`config.mk`:
```
export PLATFORM = sky130hd
export DESIGN_NAME = adsr_envelope_generator
export DESIGN_NICKNAME = d
export VERILOG_FILES = /design/src/adsr_pkg.sv /design/src/adsr_in_stage.sv /design/src/adsr_core.sv /design/src/adsr_envelope_generator.sv
export SDC_FILE = /design/constraint.sdc
export NUM_CORES = 1
export LEC_CHECK = 0
export BUFFER_PORTS_ARGS = -buffer_cell sky130_fd_sc_hd__buf_2
export CORE_ASPECT_RATIO = 0.6
export CORE_MARGIN = 1.5
export CORE_UTILIZATION = 41
export DETAILED_ROUTE_END_ITERATION = 10
export HOLD_SLACK_MARGIN = 0.08
export PLACE_DENSITY = 0.56
export SKIP_CTS_REPAIR_TIMING = 1
export SYNTH_ARGS = -nofsm -noshare
export SYNTH_HDL_FRONTEND = slang
export SYNTH_SLANG_ARGS = --single-unit
```
`constraint.sdc`:
```
create_clock -name clk_i -period 18.5 [get_ports clk_i]
set_clock_uncertainty 0.2 [all_clocks]
set_input_delay 3.7 -clock clk_i [delete_from_list [all_inputs] [get_ports clk_i]]
set_output_delay 3.7 -clock clk_i [all_outputs]
set_load 0.03 [all_outputs]
```
`src/adsr_pkg.sv`:
```
package adsr_pkg;

  // Width of every control field and of the level output
  localparam int FIELD_W = 16;
  localparam logic [FIELD_W-1:0] FIELD_MAX = '1;

  // Command carried in tuser
  typedef enum logic [1:0] {
    CMD_TICK     = 2'd0,
    CMD_NOTE_ON  = 2'd1,
    CMD_NOTE_OFF = 2'd2
  } cmd_e;

  // Envelope stage as reported on the output
  typedef enum logic [2:0] {
    STAGE_IDLE    = 3'd0,
    STAGE_ATTACK  = 3'd1,
    STAGE_DECAY   = 3'd2,
    STAGE_SUSTAIN = 3'd3,
    STAGE_RELEASE = 3'd4
  } stage_e;

  // One input word after unpacking
  typedef struct packed {
    cmd_e               command;
    logic [FIELD_W-1:0] attack_step;
    logic [FIELD_W-1:0] decay_factor;
    logic [FIELD_W-1:0] sustain_level;
    logic [FIELD_W-1:0] release_factor;
  } item_t;

endpackage

```
`src/adsr_in_stage.sv`:
```
module adsr_in_stage (
  input  logic            clk_i,
  input  logic            rst_ni,
  input  logic            s_valid_i,
  output logic            s_ready_o,
  input  adsr_pkg::item_t s_item_i,
  input  logic            take_i,
  output logic            valid_o,
  output adsr_pkg::item_t item_o
);

  logic            valid_q, valid_d;
  adsr_pkg::item_t item_q;
  logic            load;

  // Register frees up in the same cycle the core consumes it
  assign s_ready_o = !valid_q || take_i;
  assign load      = s_valid_i && s_ready_o;

  always_comb begin
    valid_d = valid_q;
    if (load) begin
      valid_d = 1'b1;
    end else if (take_i) begin
      valid_d = 1'b0;
    end
  end

  always_ff @(posedge clk_i or negedge rst_ni) begin
    if (!rst_ni) begin
      valid_q <= 1'b0;
    end else begin
      valid_q <= valid_d;
    end
  end

  // Payload, no reset needed
  always_ff @(posedge clk_i) begin
    if (load) begin
      item_q <= s_item_i;
    end
  end

  assign valid_o = valid_q;
  assign item_o  = item_q;

endmodule

```
`src/adsr_core.sv`:
```
module adsr_core #(
  parameter int LEVEL_BITS     = 16,
  parameter int SNAP_THRESHOLD = 7
) (
  input  logic                         clk_i,
  input  logic                         rst_ni,
  input  logic                         valid_i,
  input  adsr_pkg::item_t              item_i,
  output logic                         take_o,
  output logic                         m_valid_o,
  input  logic                         m_ready_i,
  output logic [adsr_pkg::FIELD_W-1:0] level_o,
  output adsr_pkg::stage_e             stage_o
);

  localparam int FW = adsr_pkg::FIELD_W;
  // Level register must also hold any sustain value
  localparam int LW = (LEVEL_BITS > FW) ? LEVEL_BITS : FW;
  localparam int PW = LW + FW;
  localparam logic [LW-1:0] LevelMax = LW'((64'd1 << LEVEL_BITS) - 64'd1);
  localparam logic [LW:0]   SnapThr  = (LW+1)'(SNAP_THRESHOLD);

  adsr_pkg::stage_e stage_q, stage_d;
  logic [LW-1:0]    level_q, level_d;
  logic [FW-1:0]    atk_q, atk_d;
  logic [FW-1:0]    dec_q, dec_d;
  logic [FW-1:0]    sus_q, sus_d;
  logic [FW-1:0]    rel_q, rel_d;

  logic                  out_valid_q, out_valid_d;
  logic [FW-1:0]         out_level_q;
  adsr_pkg::stage_e      out_stage_q;

  logic          fire;
  logic [LW-1:0] sus_ext;
  logic [LW-1:0] gap;
  logic          above;
  logic [LW-1:0] mul_a;
  logic [FW-1:0] mul_b;
  logic [PW-1:0] prod;
  logic [LW-1:0] step;
  logic [LW:0]   sum;
  logic [LW-1:0] decayed;
  logic [LW:0]   snap_lim;

  // Process the held word when the result register can take it
  assign fire   = valid_i && (!out_valid_q || m_ready_i);
  assign take_o = fire;

  // Shared multiplier: gap to sustain in decay, level in release
  assign sus_ext  = LW'(sus_q);
  assign gap      = level_q - sus_ext;
  assign above    = level_q > sus_ext;
  assign mul_a    = (stage_q == adsr_pkg::STAGE_DECAY) ? gap : level_q;
  assign mul_b    = (stage_q == adsr_pkg::STAGE_DECAY) ? dec_q : rel_q;
  assign prod     = PW'(mul_a) * PW'(mul_b);
  assign step     = prod[PW-1:FW];

  assign sum      = (LW+1)'(level_q) + (LW+1)'(atk_q);
  assign decayed  = above ? (level_q - step) : level_q;
  assign snap_lim = (LW+1)'(sus_q) + SnapThr;

  // Next envelope state
  always_comb begin
    stage_d = stage_q;
    level_d = level_q;
    atk_d   = atk_q;
    dec_d   = dec_q;
    sus_d   = sus_q;
    rel_d   = rel_q;
    if (fire) begin
      case (item_i.command)
        adsr_pkg::CMD_TICK: begin
          case (stage_q)
            adsr_pkg::STAGE_ATTACK: begin
              if (sum >= {1'b0, LevelMax}) begin
                level_d = LevelMax;
                stage_d = adsr_pkg::STAGE_DECAY;
              end else begin
                level_d = sum[LW-1:0];
              end
            end
            adsr_pkg::STAGE_DECAY: begin
              if (dec_q == adsr_pkg::FIELD_MAX) begin
                level_d = sus_ext;
                stage_d = adsr_pkg::STAGE_SUSTAIN;
              end else if ((LW+1)'(decayed) <= snap_lim) begin
                level_d = sus_ext;
                stage_d = adsr_pkg::STAGE_SUSTAIN;
              end else begin
                level_d = decayed;
              end
            end
            adsr_pkg::STAGE_SUSTAIN: begin
              level_d = sus_ext;
            end
            adsr_pkg::STAGE_RELEASE: begin
              if (rel_q == '0 || (LW+1)'(step) < SnapThr) begin
                level_d = '0;
                stage_d = adsr_pkg::STAGE_IDLE;
              end else begin
                level_d = step;
              end
            end
            default: begin
              level_d = '0;
              stage_d = adsr_pkg::STAGE_IDLE;
            end
          endcase
        end
        adsr_pkg::CMD_NOTE_ON: begin
          atk_d   = item_i.attack_step;
          dec_d   = item_i.decay_factor;
          sus_d   = item_i.sustain_level;
          rel_d   = item_i.release_factor;
          level_d = '0;
          stage_d = adsr_pkg::STAGE_ATTACK;
        end
        adsr_pkg::CMD_NOTE_OFF: begin
          if (stage_q == adsr_pkg::STAGE_ATTACK || stage_q == adsr_pkg::STAGE_DECAY ||
              stage_q == adsr_pkg::STAGE_SUSTAIN) begin
            stage_d = adsr_pkg::STAGE_RELEASE;
          end
        end
        default: begin
          // unused command code: state unchanged
        end
      endcase
    end
  end

  // Result register valid
  always_comb begin
    out_valid_d = out_valid_q;
    if (fire) begin
      out_valid_d = 1'b1;
    end else if (m_ready_i) begin
      out_valid_d = 1'b0;
    end
  end

  always_ff @(posedge clk_i or negedge rst_ni) begin
    if (!rst_ni) begin
      stage_q     <= adsr_pkg::STAGE_IDLE;
      level_q     <= '0;
      atk_q       <= '0;
      dec_q       <= '0;
      sus_q       <= '0;
      rel_q       <= '0;
      out_valid_q <= 1'b0;
    end else begin
      stage_q     <= stage_d;
      level_q     <= level_d;
      atk_q       <= atk_d;
      dec_q       <= dec_d;
      sus_q       <= sus_d;
      rel_q       <= rel_d;
      out_valid_q <= out_valid_d;
    end
  end

  // Result payload
  always_ff @(posedge clk_i) begin
    if (fire) begin
      out_level_q <= level_d[FW-1:0];
      out_stage_q <= stage_d;
    end
  end

  assign m_valid_o = out_valid_q;
  assign level_o   = out_level_q;
  assign stage_o   = out_stage_q;

  // Idle always means a silent envelope
  a_idle_silent: assert property (@(posedge clk_i) disable iff (!rst_ni)
    stage_q == adsr_pkg::STAGE_IDLE |-> level_q == '0)
    else $error("level not zero in idle");

  // Sustain tracks the held sustain level
  a_sustain_level: assert property (@(posedge clk_i) disable iff (!rst_ni)
    stage_q == adsr_pkg::STAGE_SUSTAIN |-> level_q == sus_ext)
    else $error("sustain level mismatch");

  // Attack never overshoots full scale
  a_attack_cap: assert property (@(posedge clk_i) disable iff (!rst_ni)
    stage_q == adsr_pkg::STAGE_ATTACK |-> level_q <= LevelMax)
    else $error("attack level above full scale");

  // Note on restarts attack from zero
  a_note_on: assert property (@(posedge clk_i) disable iff (!rst_ni)
    fire && item_i.command == adsr_pkg::CMD_NOTE_ON |=>
      stage_q == adsr_pkg::STAGE_ATTACK && level_q == '0)
    else $error("note on did not retrigger");

  // Result word reflects the state just written
  a_result_state: assert property (@(posedge clk_i) disable iff (!rst_ni)
    fire |=> out_valid_q && out_level_q == level_q[FW-1:0] && out_stage_q == stage_q)
    else $error("result word does not match state");

endmodule

```
`src/adsr_envelope_generator.sv`:
```
// ADSR envelope generator. Each input word is a command in tuser: tick
// advances the envelope by one sample, note on latches the attack step,
// decay factor, sustain level and release factor from tdata, clears the
// level and starts attack, note off moves attack, decay or sustain to
// release. Attack is linear to full scale, decay closes a fraction of the
// gap to sustain per tick and snaps when within SNAP_THRESHOLD, release
// multiplies the level down and drops to idle below SNAP_THRESHOLD. Every
// word returns exactly one result word holding level and stage. Throughput
// is one word per clock while the receiver keeps up; the input register
// holds each accepted word, and the core then runs one multiply, add and
// compare into the state and result registers once the result register
// can take it. Both sides may stall freely.
module adsr_envelope_generator #(
  parameter int LEVEL_BITS     = 16,
  parameter int SNAP_THRESHOLD = 7
) (
  input  logic        clk_i,
  input  logic        rst_ni,
  // Input stream
  input  logic        s_axis_tvalid,
  output logic        s_axis_tready,
  input  logic [63:0] s_axis_tdata,  // attack_step, decay_factor, sustain_level, release_factor
  input  logic [1:0]  s_axis_tuser,  // command
  // Result stream
  output logic        m_axis_tvalid,
  input  logic        m_axis_tready,
  output logic [23:0] m_axis_tdata   // level[15:0], stage[18:16], zero pad
);

  localparam int FW = adsr_pkg::FIELD_W;

  adsr_pkg::item_t  s_item;
  adsr_pkg::item_t  core_item;
  logic             core_valid;
  logic             core_take;
  logic [FW-1:0]    level;
  adsr_pkg::stage_e stage;

  // Unpack input word
  assign s_item.command        = adsr_pkg::cmd_e'(s_axis_tuser);
  assign s_item.attack_step    = s_axis_tdata[FW-1:0];
  assign s_item.decay_factor   = s_axis_tdata[2*FW-1:FW];
  assign s_item.sustain_level  = s_axis_tdata[3*FW-1:2*FW];
  assign s_item.release_factor = s_axis_tdata[4*FW-1:3*FW];

  adsr_in_stage u_in_stage (
    .clk_i     (clk_i),
    .rst_ni    (rst_ni),
    .s_valid_i (s_axis_tvalid),
    .s_ready_o (s_axis_tready),
    .s_item_i  (s_item),
    .take_i    (core_take),
    .valid_o   (core_valid),
    .item_o    (core_item)
  );

  adsr_core #(
    .LEVEL_BITS     (LEVEL_BITS),
    .SNAP_THRESHOLD (SNAP_THRESHOLD)
  ) u_core (
    .clk_i     (clk_i),
    .rst_ni    (rst_ni),
    .valid_i   (core_valid),
    .item_i    (core_item),
    .take_o    (core_take),
    .m_valid_o (m_axis_tvalid),
    .m_ready_i (m_axis_tready),
    .level_o   (level),
    .stage_o   (stage)
  );

  // Pack result word
  assign m_axis_tdata = {5'd0, stage, level};

endmodule

```
==> metrics <==
status completed; CTS tree built; f_max 66.0 MHz; initial antenna violation count 3; max-cap viol count 0; fraction of registers with async set/reset around half; Die X-Extent approximately 280 um; final net count roughly 2400; clk sinks 170; Max FO, Critical Path 16; DRT iter0 DRCs about 1600; CP dominant cell by count o21ai_0; share of cells above drive strength 1 12.2%; top-count cell post-synth inv_1; WS Path Type flip-flop to flip-flop; die area around 46000 um^2; clock buffer depth 2; Synth Warn # 0; HPWL after DPL between 50 and 60 mm; CP max-delay cell xnor2_1; worst path arrival time approximately 15 ns; Clk Latency, worst-skew pair between 0.4 and 0.5 ns; Area contributors post-synth fa_1 (21%), edfxtp_1 (14%), dfrtp_1 (12%); first-pass GRT wire length approximately 92 mm; largest net degree at the start of global routing 80; Vias roughly 15000; number of H-tree levels 4; post-place setup slack approximately 3.9 ns; fin crit share 81.9%; largest area contributor in the netlist fa_1; register area share after synthesis 25.5%; Final Max Tran Viols 0; Hold Path Depth 1; Post-synth EDFFs 85; FF-to-FF setup slack around 3.3 ns; Root Buffer clkbuf_16; flops & latches, synth 170; via/cell ratio between 5 and 6; Min-Delay Endpoint u_core.dec_q[9]; Setup TNS 0 ns; Max IR drop VDD 96.1 uV; slew margin rel. approximately 13%; Synth top area share a little over a fifth; CP Launch Type flip-flop; Syn Std Cell Area around 18000 um^2; worst reg2reg startpoint u_core.level_q[1]; Post-Route WL 61.0 mm; Num CTS Buffers 17; initial core utilization a little over two fifths; Pwr Density ~170 nW/um^2; Avg Cell Area, Syn 9.51 um^2; P&R area growth vs syn 9.35%; R2R depth 54; routability cong. 1.00; min cycle time layout ~15 ns; Hold Crit Class flip-flop to flip-flop; number of hold violations in the final report 0; drt wl/cell between 20 and 25 um; Worst-Margin Slew around 1.3 ns; setup ws final around 3.3 ns; HP Start u_in_stage.item_o[41]; Core Region 43800 um^2; post-route ant nets 0; GRT Total Usage a little over a quarter; Die Y-Extent ~170 um; Post-Place Cells between 2000 and 3000; Post-Layout Cell Count 2593; RSZ-0062 raised after global routing no; vias in the first global route about 14000; IO Pins between 90 and 100; critical path endpoint category flip-flop; Worst Path Required about 19 ns; R2R Path End u_core.level_o[10]; LEAKAGE ~9.6 nW; max incr delay on CP 0.80 ns; Clock transition at path regs roughly 0.070 ns; final setup violating endpoints 0; top_reg_cell synth edfxtp_1; Initial DRT Pass Iterations 10; Post-Syn Instances just under 2000; PortBufs 90; Fillers approximately 4300; synth cell count leaders inv_1 (275), nand2_1 (261), fa_1 (196), ha_1 (159), nor2_1 (154); Post-route DRC 0; Distinct cells, synth between 80 and 90; # rows between 50 and 60; grt total ovfl 0
-- critical path: cells and delay by family, from the launching register on --
family                   cells  cell delay [ns]
AO/OA/AOI/OAI               28             6.47
XOR/XNOR                     2             1.01
buffers and inverters        7             0.80
flip-flops                   1             0.61
adder cells (fa/ha/maj)     11             4.83
AND/OR/NAND/NOR              6             1.01
-- flip-flops by register name, summed over array words and instances, names as in the netlist --
name,cells
u_core.m_valid_o,1
u_core.rel_q,16
u_core.level_q,16
u_in_stage.valid_o,1
u_core.dec_q,16
u_core.stage_o,3
u_in_stage.item_o,66
u_core.stage_q,3
u_core.atk_q,16
u_core.level_o,16
u_core.sus_ext,16
-- kinds of logic after synthesis --
group,Yosys count,synth area share [%]
XOR/XNOR,75,3.72
AO/OA/AOI/OAI,294,10.9
adder cells (fa/ha/maj),359,32.4
buffers and inverters,344,7.22
other,1,0.0204
flip-flops,170,25.5
multiplexers,92,5.58
AND/OR/NAND/NOR,595,14.6
-- final cells by class --
| type | count | area, um^2 | share of cell area [%] |
|---|---|---|---|
| multi-input combinational | 1420 | 12400 | 61.7 |
| sequential | 170 | 4680 | 23.3 |
| inverter | 275 | 1030 | 5.14 |
| tap | 579 | 724 | 3.61 |
| timing repair buffer | 115 | 641 | 3.19 |
| clock buffer | 18 | 450 | 2.24 |
| clock inverter | 14 | 153 | 0.761 |
| antenna | 2 | 5.00 | 0.0249 |
-- where the power goes --
part,switching (W),total [W],internal (W),leakage [nW]
Clock,0.000173,0.000362,0.000188,0.294
Combinational,0.00159,0.00255,0.000958,7.45
Sequential,0.000109,0.000575,0.000466,1.86
-- layer usage --
layer | track usage, % | wire [um] | vias up
li1 | - | - | 6602
met1 | 42.3 | 30000 | 7248
met2 | 31.5 | 20800 | 757
met3 | 13.5 | 9640 | 43
met4 | 4.35 | 551 | 2
met5 | 0 | 54 | -
-- metrics by stage --
step                      total power, W  instance area, um^2  hold slack [ns]  util [%]
after floorplan                  0.00222                18400            0.255         -
after global placement           0.00301                19500            0.261      44.5
after detailed placement         0.00303                19500            0.264      44.5
after CTS                        0.00341                20100            0.281      45.8
after global routing             0.00372                20100            0.295      45.8
final                            0.00348                20100            0.277      45.8
-- worst max path at each step --
stage,slack [ns],to,startpoint,cells past startpoint
after global placement,3.96,u_core.level_o[10],u_core.level_q[1],54
after CTS,3.80,u_core.level_o[10],u_core.level_q[1],54
final,3.35,u_core.level_o[10],u_core.level_q[1],54
after floorplan,5.89,u_core.level_o[15],u_core.level_q[1],51
after detailed placement,3.91,u_core.level_o[10],u_core.level_q[1],54
after global routing,2.62,u_core.level_o[10],u_core.level_q[1],54
-- placed cells by master (no fill, tap or decap), types with 19 or more instances in the layout --
cell type / count
buf_4: 26
inv_1: 275
buf_2: 89
nand3_1: 24
nor2_1: 154
o21ai_0: 57
a21o_1: 31
a21oi_1: 69
mux2i_1: 21
xnor2_1: 53
ha_1: 159
nor2b_1: 22
mux2_2: 69
dfrtp_1: 85
nand2b_1: 19
nand2_1: 261
edfxtp_1: 85
fa_1: 196
nand4_1: 22
xor2_1: 20
No activity file was read; power rests on OpenSTA's default activity.
